--- config.mk ---
export PLATFORM = sky130hd
export DESIGN_NAME = bci_ctrl
export DESIGN_NICKNAME = d
export VERILOG_FILES = /design/src/sv/bci_pkg.sv /design/src/sv/bci_ctrl.sv
export SDC_FILE = /design/constraint.sdc
export NUM_CORES = 1
export LEC_CHECK = 0
export BUFFER_PORTS_ARGS = -buffer_cell sky130_fd_sc_hd__clkbuf_2
export CELL_PAD_IN_SITES_DETAIL_PLACEMENT = 0
export CELL_PAD_IN_SITES_GLOBAL_PLACEMENT = 2
export CORE_ASPECT_RATIO = 0.75
export CORE_MARGIN = 1
export CORE_UTILIZATION = 31
export CTS_CLUSTER_DIAMETER = 60
export DETAILED_ROUTE_END_ITERATION = 7
export GPL_ROUTABILITY_DRIVEN = 0
export PLACE_DENSITY = 0.76
export SYNTH_ARGS = -nofsm -noshare
export SYNTH_HDL_FRONTEND = slang
export SYNTH_SLANG_ARGS = --single-unit
--- constraint.sdc ---
create_clock -name clk_i -period 1.48 [get_ports clk_i]
set_input_delay 0.074 -clock clk_i [delete_from_list [all_inputs] [get_ports clk_i]]
set_output_delay 0.074 -clock clk_i [all_outputs]
set_load 0.1 [all_outputs]
--- src/sv/bci_pkg.sv ---
// ----------------------------------------------------------------------------
// bci_pkg: shared types and constants for the breakpoint curve interpolator
// Command codes, result status codes, controller states, datapath operations.
// ----------------------------------------------------------------------------
package bci_pkg;

  localparam int unsigned MaxPointsDef = 32;
  localparam int unsigned TimeW        = 32;
  localparam int unsigned PitchW       = 24;
  localparam int unsigned IndexW       = 5;
  localparam int unsigned StatusW      = 2;
  localparam int unsigned ProdW        = TimeW + PitchW;
  localparam int unsigned NumW         = ProdW + 1;
  localparam logic [TimeW-1:0] MatchWindowUs = TimeW'(1000);

  typedef enum logic [1:0] {
    CMD_INSERT = 2'd0,
    CMD_REMOVE = 2'd1,
    CMD_QUERY  = 2'd2,
    CMD_NOP    = 2'd3
  } cmd_e;

  typedef enum logic [StatusW-1:0] {
    ST_DONE = 2'd0,
    ST_MISS = 2'd1,
    ST_FULL = 2'd2
  } status_e;

  typedef enum logic [4:0] {
    S_IDLE, S_DISP,
    S_I_RD, S_I_EV, S_I_POST, S_I_SHRD, S_I_SHWR,
    S_R_RD, S_R_EV, S_R_POST, S_R_SHRD, S_R_SHWR,
    S_Q_RD, S_Q_EV, S_Q_RLO, S_Q_LLO, S_Q_CHK, S_Q_LHI,
    S_Q_MUL, S_Q_DINIT, S_Q_DIV, S_Q_FIN,
    S_DONE
  } state_e;

  typedef enum logic [4:0] {
    OP_NONE, OP_LOAD, OP_SCAN_RD, OP_SCAN_EV, OP_INS_HIT,
    OP_SET_FULL, OP_SH_UP_INIT, OP_SH_UP_RD, OP_SH_UP_WR, OP_INS_PUT,
    OP_SET_MISS, OP_SH_DN_INIT, OP_SH_DN_RD, OP_SH_DN_WR, OP_REM_FIN,
    OP_Q_DFLT, OP_Q_RD_LO, OP_Q_LAT_LO, OP_Q_RD_HI, OP_Q_LAT_HI,
    OP_MUL, OP_DIV_INIT, OP_DIV_STEP, OP_Q_FIN
  } dp_op_e;

  typedef struct packed {
    cmd_e cmd;
    logic cnt_zero;
    logic match;
    logic last;
    logic full;
    logic k_gt_pos;
    logic hit;
    logic dn_more;
    logic q_edge;
    logic step;
    logic div_last;
  } dp_status_t;

endpackage

--- src/sv/bci_ctrl.sv ---
// ----------------------------------------------------------------------------
// bci_ctrl: sequencing controller
// Steps the datapath through scan, shift and interpolation for one command.
// ----------------------------------------------------------------------------
module bci_ctrl (
  input  logic                clk_i,
  input  logic                rst_ni,
  input  logic                start,
  output logic                busy,
  output logic                done_o,
  output bci_pkg::dp_op_e     op_o,
  input  bci_pkg::dp_status_t st_i
);

  bci_pkg::state_e state_q, state_d;

  always_ff @(posedge clk_i or negedge rst_ni) begin
    if (!rst_ni) begin
      state_q <= bci_pkg::S_IDLE;
    end else begin
      state_q <= state_d;
    end
  end

  assign busy   = (state_q != bci_pkg::S_IDLE);
  assign done_o = (state_q == bci_pkg::S_DONE);

  always_comb begin
    state_d = state_q;
    op_o    = bci_pkg::OP_NONE;
    case (state_q)
      bci_pkg::S_IDLE: begin
        if (start) begin
          op_o    = bci_pkg::OP_LOAD;
          state_d = bci_pkg::S_DISP;
        end
      end
      bci_pkg::S_DISP: begin
        case (st_i.cmd)
          bci_pkg::CMD_INSERT: state_d = st_i.cnt_zero ? bci_pkg::S_I_POST : bci_pkg::S_I_RD;
          bci_pkg::CMD_REMOVE: state_d = st_i.cnt_zero ? bci_pkg::S_R_POST : bci_pkg::S_R_RD;
          bci_pkg::CMD_QUERY: begin
            if (st_i.cnt_zero) begin
              op_o    = bci_pkg::OP_Q_DFLT;
              state_d = bci_pkg::S_DONE;
            end else begin
              state_d = bci_pkg::S_Q_RD;
            end
          end
          default: state_d = bci_pkg::S_DONE;
        endcase
      end
      // insert / update
      bci_pkg::S_I_RD: begin
        op_o    = bci_pkg::OP_SCAN_RD;
        state_d = bci_pkg::S_I_EV;
      end
      bci_pkg::S_I_EV: begin
        if (st_i.match) begin
          op_o    = bci_pkg::OP_INS_HIT;
          state_d = bci_pkg::S_DONE;
        end else begin
          op_o    = bci_pkg::OP_SCAN_EV;
          state_d = st_i.last ? bci_pkg::S_I_POST : bci_pkg::S_I_RD;
        end
      end
      bci_pkg::S_I_POST: begin
        if (st_i.full) begin
          op_o    = bci_pkg::OP_SET_FULL;
          state_d = bci_pkg::S_DONE;
        end else begin
          op_o    = bci_pkg::OP_SH_UP_INIT;
          state_d = bci_pkg::S_I_SHRD;
        end
      end
      bci_pkg::S_I_SHRD: begin
        if (st_i.k_gt_pos) begin
          op_o    = bci_pkg::OP_SH_UP_RD;
          state_d = bci_pkg::S_I_SHWR;
        end else begin
          op_o    = bci_pkg::OP_INS_PUT;
          state_d = bci_pkg::S_DONE;
        end
      end
      bci_pkg::S_I_SHWR: begin
        op_o    = bci_pkg::OP_SH_UP_WR;
        state_d = bci_pkg::S_I_SHRD;
      end
      // remove
      bci_pkg::S_R_RD: begin
        op_o    = bci_pkg::OP_SCAN_RD;
        state_d = bci_pkg::S_R_EV;
      end
      bci_pkg::S_R_EV: begin
        op_o    = bci_pkg::OP_SCAN_EV;
        state_d = st_i.last ? bci_pkg::S_R_POST : bci_pkg::S_R_RD;
      end
      bci_pkg::S_R_POST: begin
        if (st_i.hit) begin
          op_o    = bci_pkg::OP_SH_DN_INIT;
          state_d = bci_pkg::S_R_SHRD;
        end else begin
          op_o    = bci_pkg::OP_SET_MISS;
          state_d = bci_pkg::S_DONE;
        end
      end
      bci_pkg::S_R_SHRD: begin
        if (st_i.dn_more) begin
          op_o    = bci_pkg::OP_SH_DN_RD;
          state_d = bci_pkg::S_R_SHWR;
        end else begin
          op_o    = bci_pkg::OP_REM_FIN;
          state_d = bci_pkg::S_DONE;
        end
      end
      bci_pkg::S_R_SHWR: begin
        op_o    = bci_pkg::OP_SH_DN_WR;
        state_d = bci_pkg::S_R_SHRD;
      end
      // query
      bci_pkg::S_Q_RD: begin
        op_o    = bci_pkg::OP_SCAN_RD;
        state_d = bci_pkg::S_Q_EV;
      end
      bci_pkg::S_Q_EV: begin
        op_o    = bci_pkg::OP_SCAN_EV;
        state_d = st_i.last ? bci_pkg::S_Q_RLO : bci_pkg::S_Q_RD;
      end
      bci_pkg::S_Q_RLO: begin
        op_o    = bci_pkg::OP_Q_RD_LO;
        state_d = bci_pkg::S_Q_LLO;
      end
      bci_pkg::S_Q_LLO: begin
        op_o    = bci_pkg::OP_Q_LAT_LO;
        state_d = bci_pkg::S_Q_CHK;
      end
      bci_pkg::S_Q_CHK: begin
        if (st_i.q_edge || st_i.step) begin
          state_d = bci_pkg::S_DONE;
        end else begin
          op_o    = bci_pkg::OP_Q_RD_HI;
          state_d = bci_pkg::S_Q_LHI;
        end
      end
      bci_pkg::S_Q_LHI: begin
        op_o    = bci_pkg::OP_Q_LAT_HI;
        state_d = bci_pkg::S_Q_MUL;
      end
      bci_pkg::S_Q_MUL: begin
        op_o    = bci_pkg::OP_MUL;
        state_d = bci_pkg::S_Q_DINIT;
      end
      bci_pkg::S_Q_DINIT: begin
        op_o    = bci_pkg::OP_DIV_INIT;
        state_d = bci_pkg::S_Q_DIV;
      end
      bci_pkg::S_Q_DIV: begin
        op_o = bci_pkg::OP_DIV_STEP;
        if (st_i.div_last) begin
          state_d = bci_pkg::S_Q_FIN;
        end
      end
      bci_pkg::S_Q_FIN: begin
        op_o    = bci_pkg::OP_Q_FIN;
        state_d = bci_pkg::S_DONE;
      end
      bci_pkg::S_DONE: state_d = bci_pkg::S_IDLE;
      default:         state_d = bci_pkg::S_IDLE;
    endcase
  end

endmodule

Word-level counts from Yosys, hierarchy flattened
Index checks and enable logic that the tools add are counted.
{"block": "word_totals", "latchBits": 0, "rom_bits": 0, "output_inout_bits": 7, "ramBits": 0, "ff_bits": 5, "memories": 0}
{"block": "op_classes", "shifts": 0, "mux": 26, "n_eq_ne": 26, "bitwise_logic": 0, "n_reduce_logical": 7, "mul": 0, "add_sub_neg": 0, "div_mod_pow": 0, "n_lt_le_gt_ge": 0}
{"operator": "$pmux W5 S22", "n": 1}
{"operator": "$pmux W5 S19", "n": 1}
{"operator": "$mux W5", "n": 9}
{"operator": "$eq A5 B4 Y1 const B", "n": 8}
{"operator": "$eq A5 B5 Y1 const B", "n": 7}
{"operator": "$eq A5 B3 Y1 const B", "n": 4}
{"operator": "$mux W4", "n": 5}
{"operator": "$pmux W5 S3", "n": 1}
{"operator": "$mux W3", "n": 4}
{"operator": "$eq A5 B2 Y1 const B", "n": 2}
{"operator": "$mux W2", "n": 3}
{"operator": "$eq A5 B1 Y1 const B", "n": 1}
{"operator": "$logic_not A5 Y1", "n": 1}
{"operator": "$reduce_bool A5 Y1", "n": 1}
{"operator": "$ne A2 B2 Y1 const B", "n": 2}
{"operator": "$reduce_or A3 Y1", "n": 1}
{"operator": "$eq A2 B1 Y1 const B", "n": 1}
{"operator": "$eq A2 B2 Y1 const B", "n": 1}
{"operator": "$logic_not A2 Y1", "n": 1}
{"operator": "$mux W1", "n": 2}
{"operator": "$reduce_and A2 Y1", "n": 1}
{"operator": "$reduce_or A2 Y1", "n": 1}
{"operator": "$logic_or A1 B1 Y1", "n": 1}

Depth between registers and ports, before layout
Gate-level depths: netlist of run 1.
{"block": "depth", "depth_word": 3, "ltp_mapped": 6, "depth_no_buf": 4}

Worst setup path before layout of run 1
OpenSTA, ideal clock, no wires.
{"block": "synth_path", "kind": "register to output", "startpoint": "reg state_q[3]", "endpoint": "out done_o", "stages_incl_launch_ff": 4, "n_path_buf": 2, "slack_ns": -2.205, "arrival_time_ns": 3.611, "required_ns": 1.406, "cell_sequence": "dfrtp_1 buf_6 buf_6 nor4_1"}
{"block": "synth_via", "elab_chain_len": 1}
{"item": "from (decl)", "line_no": "bci_ctrl.sv:15", "text": "bci_pkg::state_e state_q, state_d;"}
{"item": "from (signal assigned)", "line_no": "bci_ctrl.sv:19", "text": "state_q <= bci_pkg::S_IDLE;"}
{"item": "from (signal assigned)", "line_no": "bci_ctrl.sv:21", "text": "state_q <= state_d;"}
{"item": "$eq A5 B5 Y1", "line_no": "bci_ctrl.sv:26", "text": "assign done_o = (state_q == bci_pkg::S_DONE);"}
{"item": "to (decl)", "line_no": "bci_ctrl.sv:10", "text": "output logic done_o,"}
No other way between the ends.

Final worst setup path of run 1
{"block": "layout_path", "startpoint": "reg state_q[1]", "endpoint": "out op_o[1]"}
{"block": "layout_via", "elab_chain_len": 3}
{"item": "$eq A5 B4 Y1, or another cell as far along", "line_no": "bci_ctrl.sv:31", "text": "case (state_q)"}
{"item": "$reduce_or A3 Y1 (no line) or $reduce_or A2 Y1 (tied branches)"}
{"item": "$pmux W5 S19 (*)", "line_no": "bci_ctrl.sv:31"}
{"item": "to (decl)", "line_no": "bci_ctrl.sv:11", "text": "output bci_pkg::dp_op_e op_o,"}
Every way passes the cells marked *; elsewhere a longest branch is shown, timed or not.

==> results of run 1 <==
## cell usage after synthesis (all sizes together), types with 3 or more instances
library cell / n
nand4: 3
a21oi: 14
nor3: 5
a21o: 4
nor2: 7
dfrtp: 5
buf: 12
a31oi: 3
nand2: 8
o21ai: 8
nand3: 7
nand2b: 5
nor2b: 3
inv: 6
## cells by family (layout without fill, tap and decap cells)
kind of cell              after synthesis  count (layout)
DFF                                     5               5
xor gates and xnor gates                2               2
muxes                                   3               3
buffers and inverters                  19              91
AOI/OAI and AO/OA                      54              54
and+or+nand+nor                        51              51
## area by class of cell
cell class	count	area (µm²)	share of cell area (%)
Inverter	6	26.28	1.261
Timing Repair Buffer	81	779.5	37.39
Sequential cell	5	127.6	6.122
Tap cell	38	47.55	2.281
Clock buffer	3	41.29	1.981
Multi-Input combinational cell	110	1057	50.72
Clock inverter	1	5.005	0.2401
## worst max-delay path: stages, from the launching register on
cell and delay [ns]:
dfrtp_1 0.41, buf_6 0.15, nor2_4 0.05, buf_6 0.11, or4_4 0.52, o311ai_4 0.09
buf_12 0.21
## layer usage
metal  wire length, µm  share of wire [%]  GRT usage, %
met1              1912                 42         37.73
met2              2168                 48         47.71
met3               348                7.7         3.728
met4                99                2.2         9.524
met5                 0                  0             0
## stage by stage
stage | util (%) | hold slack (ns) | TNS, ns | area [µm²] | std cells
3_5_place_dp | 52.25 | -0.1087 | -1.229 | 1600 | 220
2_1_floorplan | - | -0.2216 | -2.143 | 1152 | 134
3_3_place_gp | 52.25 | -0.1116 | -1.011 | 1600 | 220
6_report | 68.06 | 0.1995 | -2.213 | 2085 | 244
5_1_grt | 68.06 | 0.2269 | -2.852 | 2085 | 244
4_1_cts | 63.93 | 0.1929 | -2.237 | 1958 | 239
## worst max path at each step
stage | from | endpoint | slack [ns]
floorplan | state_q[4] | op_o[1] | -0.44
global placement | state_q[0] | op_o[0] | -0.27
detailed placement | state_q[0] | op_o[0] | -0.31
CTS | state_q[0] | op_o[0] | -0.39
global route | state_q[0] | op_o[0] | -0.44
finish | state_q[1] | op_o[1] | -0.38
## repair_timing
action / in CTS / in global routing
pin swaps: 12 / 11
cloned: 2 / 0
buffers inserted: 13 / 7
gates resized for setup: 45 / 21
hold buffers: 1 / 0
setup endpoints to repair: 12 / 12
endpoints found under the hold margin: 5 / 0
==> flow_summary.yaml, run 1 <==
setup_path:
  crit_arrival_ns: 1.78
  required_ns: 1.41
  timing.rr.end: "state_q[0]"
  timing.rr.start: "state_q[3]"
  r2r_slack_ns: -0.17
  crit_fanout: 5
  ff2ff_path_depth: 7
  cp-end-kind: "primary output"
  crit_type: "reg2out"
  start_kind: "flop"
detailed_routing:
  drt_drc_violations_left: 0
  wl_per_cell_um: 18.57
  drtIter0Drc: 71
  drt-total-wl_mm: 4.530
  vias: 1441
  drt-pass1-iter-count: 5
  avgViaCountPerCell: 5.906
  drtAntennaViolNets: 0
synth:
  synth_area_mm2: 0.001037
  synth_area_leader_cell: "dfrtp_1"
  synth_area_per_cell_um2: 7.741
  ys_seq_elements: 5
  syn_inst: 134
  yosys_warnings: 0
  synth-adder-area-share_pct: 0
  synth_mux_area_share_pct: 3.378
  async_flop_share_pct: 100.0
  synth_xor_area_share_pct: 1.689
  synth.top_cell.area_share_pct: 12.06
  syn-num-nets: 149
  yosys-top-cells-area: "dfrtp_1 12%, buf_6 6.5%, a21oi_1 6.3%"
  ys_types: 60
  synth_edf_count: 0
  yosysSeqAreaShare_pct: 12.06
  ys.flop_type: "dfrtp_1"
  synth_top_family_by_area: "compound AO/OA/AOI/OAI gates"
  synth-simple-area-share_pct: 30.28
  synth_compound_area_share_pct: 39.32
worst_hold_path:
  min_path_type: "in2reg"
  hold_path_depth: 3
  hold_path_startpoint: "st_i[11]"
  hold_end: "state_q[4]"
cts:
  cts_sinks: 5
  numCtsBuffers: 3
  tritoncts: "yes"
  root_buffer: "clkbuf_8"
  clkTransAtPathRegs_ns: 0.04
  htree_levels: 1
  clk_latency_ns: 0.23
  cts_buffer_depth: 2
sta:
  worst_slew_pin_slew_ns: 0.3458
  max_clock_freq_ghz: 0.5388
  maxSlewHeadroom_pct: 76.87
  finalWorstSetupSlack_ns: -0.3760
  period_needed_ns: 1.856
  setup_viol: 12
  skew_ns: 0.0006673
  post-route-period-util_pct: 125.4
  rsz0062_at_grt: "yes"
  hold_viol_final: 0
  slew_violations: 0
layout:
  drive_above_1_share_pct: 65.05
  area_growth_syn_to_layout_pct: 101.0
  n_antenna_cell: 0
  fillers: 244
  fin_nets: 222
  mostFrequentLayoutCell: "buf_4"
  mostFrequentLayoutCells: "35 x buf_4, 17 x buf_6, 14 x clkbuf_2"
  largestRegisters: "state_q: 5 flops"
  largest_reg_flops: 5
  top_register: "state_q"
grt:
  grt_pass1_wl_mm: 7.210
  grt_max_degree: 12
  antenna_found_initial: 0
  overflow: 0
  grtUsageTotal_pct: 28.66
  grt_pass1_vias: 1411
placed_design:
  io_buffers: 21
  pre_cts_ws_ns: -0.3132
  dp_hpwl_mm: 3.078
floorplan:
  fp.dieW_um: 68.79
  dieArea_mm2: 0.003584
  num_io_pins: 22
  dieHeight_um: 52.10
  initial_utilization_pct: 33.86
  coreArea_mm2: 0.003063
  rows: 17
flow_run:
  maxCapViolCount: 0
run_status:
  violations: "negative setup slack"
  status: "finished with violations"
Power of run 1 is not shown: default switching activity piles up to over one toggle a cycle in this logic, so the estimate is an artifact.
==> run 2: changes to the inputs <==
--- a/config.mk
+++ b/config.mk
@@ -5,12 +5,13 @@
 export SDC_FILE = /design/constraint.sdc
 export NUM_CORES = 1
 export LEC_CHECK = 0
+export ABC_AREA = 1
 export BUFFER_PORTS_ARGS = -buffer_cell sky130_fd_sc_hd__clkbuf_2
 export CELL_PAD_IN_SITES_DETAIL_PLACEMENT = 0
 export CELL_PAD_IN_SITES_GLOBAL_PLACEMENT = 2
 export CORE_ASPECT_RATIO = 0.75
 export CORE_MARGIN = 1
-export CORE_UTILIZATION = 31
+export CORE_UTILIZATION = 25
 export CTS_CLUSTER_DIAMETER = 60
 export DETAILED_ROUTE_END_ITERATION = 7
 export GPL_ROUTABILITY_DRIVEN = 0
==> run 2 against run 1 <==
  * The run still ends with negative setup slack left
  * Cell area decreased by 5.8%
  * Final cell count increased by 14%
  * Die area increased by 4.4%
  * Sequential share of layout area increased by 0.57 points
  * Critical path type unchanged
  * Register-to-register slack improved by 0.09 ns
  * Setup slack improved by 0.11 ns
  * Global-route usage decreased by 5.6 points
==> flow_summary.yaml, run 2 <==
run_status:
  status: "finished with violations"
  violations: "negative setup slack"
sta:
  maxSlewHeadroom_pct: 79.62
  period_needed_ns: 1.744
  post-route-period-util_pct: 117.9
  slew_violations: 0
  worst_slew_pin_slew_ns: 0.3025
  max_clock_freq_ghz: 0.5733
  setup_viol: 9
  fin_setup_tns_ns: -1.402
  hold_viol_final: 0
  skew_ns: 0.004850
  rsz0062_at_grt: "yes"
  finalWorstSetupSlack_ns: -0.2644
layout:
  mostFrequentLayoutCell: "buf_4"
  mostFrequentLayoutCells: "34 x buf_4, 20 x nand2_1, 16 x nor2_4"
  area_growth_syn_to_layout_pct: 124.6
  top_register: "state_q"
  n_antenna_cell: 0
  drive_above_1_share_pct: 66.95
  largest_reg_flops: 5
  largestRegisters: "state_q: 5 flops"
  fin_nets: 255
cts:
  cts_sinks: 5
  tritoncts: "yes"
  clkTransAtPathRegs_ns: 0.04
  clk_latency_ns: 0.23
  cts_buffer_depth: 2
  numCtsBuffers: 3
  root_buffer: "clkbuf_8"
  htree_levels: 1
synth:
  synth_area_per_cell_um2: 5.206
  synth_common_cells: "45 x nand2_1, 29 x nor2_1, 25 x nand3_1"
  synth_edf_count: 0
  ys_seq_elements: 5
  synth-simple-area-share_pct: 62.23
  synth_compound_area_share_pct: 11.02
  synth_mux_area_share_pct: 0
  syn_inst: 168
  synth_area_um2: 874.6
  ys_types: 21
  syn-num-nets: 183
  synth_xor_area_share_pct: 0
  synth_top_family_by_area: "simple AND/OR/NAND/NOR gates"
  synth.top_cell.area_share_pct: 19.31
  synth-adder-area-share_pct: 0
  synth_area_leader_cell: "nand2_1"
  yosys_warnings: 0
  yosys-top-cells-area: "nand2_1 19%, dfrtp_1 14%, nand3_1 14%"
  async_flop_share_pct: 100.0
  ys.flop_type: "dfrtp_1"
  synthMostInstantiatedCell: "nand2_1"
  yosysSeqAreaShare_pct: 14.31
detailed_routing:
  vias: 1393
  drtAntennaViolNets: 0
  drt_drc_violations_left: 0
  wl_per_cell_um: 14.47
  avgViaCountPerCell: 4.993
  drt-total-wl_mm: 4.036
  drtIter0Drc: 45
  drt-pass1-iter-count: 4
placed_design:
  dp_hpwl_mm: 2.987
  io_buffers: 21
grt:
  grtUsageTotal_pct: 23.11
  grt_max_degree: 8
  grt_pass1_wl_mm: 6.444
  grt_pass1_vias: 1350
  overflow: 0
  antenna_found_initial: 0
floorplan:
  dieHeight_um: 53.22
  initial_utilization_pct: 26.42
  num_io_pins: 22
  dieArea_mm2: 0.003741
  coreArea_mm2: 0.003311
  rows: 18
  fp.dieW_um: 70.30
setup_path:
  required_ns: 1.41
  crit_arrival_ns: 1.67
  ff2ff_path_depth: 10
  r2r_slack_ns: -0.08
  timing.rr.end: "state_q[0]"
  crit_fanout: 7
  crit_type: "reg2out"
  timing.rr.start: "state_q[2]"
  cp-end-kind: "primary output"
  start_kind: "flop"
flow_run:
  maxCapViolCount: 0
worst_hold_path:
  min_path_type: "in2async"
## run 2: layout make-up
class                      count  area, µm²
timing repair buffer          69      630.6
multi-input combinational    137       1012
fill                         312       1346
tap                           40      50.05
inverter                      24      95.09
clock buffer                   4      45.04
sequential                     5      131.4
## run 2: how the worst max path moves through the flow
stage	from	slack (ns)	depth (start not counted)	endpoint
2_1_floorplan	state_q[1]	-0.39	6	op_o[2]
6_report	state_q[2]	-0.26	7	op_o[2]
3_5_place_dp	state_q[1]	-0.19	9	op_o[0]
4_1_cts	state_q[0]	-0.24	8	op_o[3]
3_3_place_gp	state_q[1]	-0.15	9	op_o[0]
5_1_grt	state_q[3]	-0.35	8	op_o[2]
## run 2: critical path, cell delays in order (launching register included)
cell	delay [ns]
dfrtp_2	0.45
nor2_4	0.17
buf_6	0.17
nand4_1	0.15
nand3_2	0.12
inv_2	0.04
nand4_1	0.14
buf_12	0.20
## run 2: per-layer routing
layer  track usage [%]  wire length [µm]  vias to the layer above
met1             29.92              1950                      678
met5                 0                 0                        -
li1                  -                 -                      687
met2             40.48              1965                       23
met4             8.333                52                        0
met3             2.095                67                        5
## run 2: kinds of logic (layout without fill, tap and decap cells)
kind of cell / after synthesis / after routing
and+or+nand+nor: 120 / 120
buffers and inverters: 26 / 97
DFF: 5 / 5
AOI/OAI and AO/OA: 17 / 17
## run 2: timing repair
| action | 4_1_cts | 5_1_grt |
|---|---|---|
| resized for setup | 72 | 38 |
| setup endpoints to repair | 12 | 12 |
| hold buffers | 1 | 0 |
| endpoints found under the hold margin | 5 | 0 |
| buffers inserted | 9 | 3 |
| pin swaps | 29 | 21 |
## run 2: metrics by stage
stage / util [%] / instances / hold WS (ns) / setup slack (ns) / instance area, µm²
floorplan: - / 168 / -0.2216 / -0.3896 / 915.9
global placement: 44.41 / 267 / -0.1076 / -0.1484 / 1470
detailed placement: 44.41 / 267 / -0.1093 / -0.1855 / 1470
CTS: 54.88 / 277 / 0.2100 / -0.2407 / 1817
global route: 59.33 / 279 / 0.2174 / -0.3501 / 1964
finish: 59.33 / 279 / 0.2011 / -0.2644 / 1964
Power of run 2 is left out for the same reason.
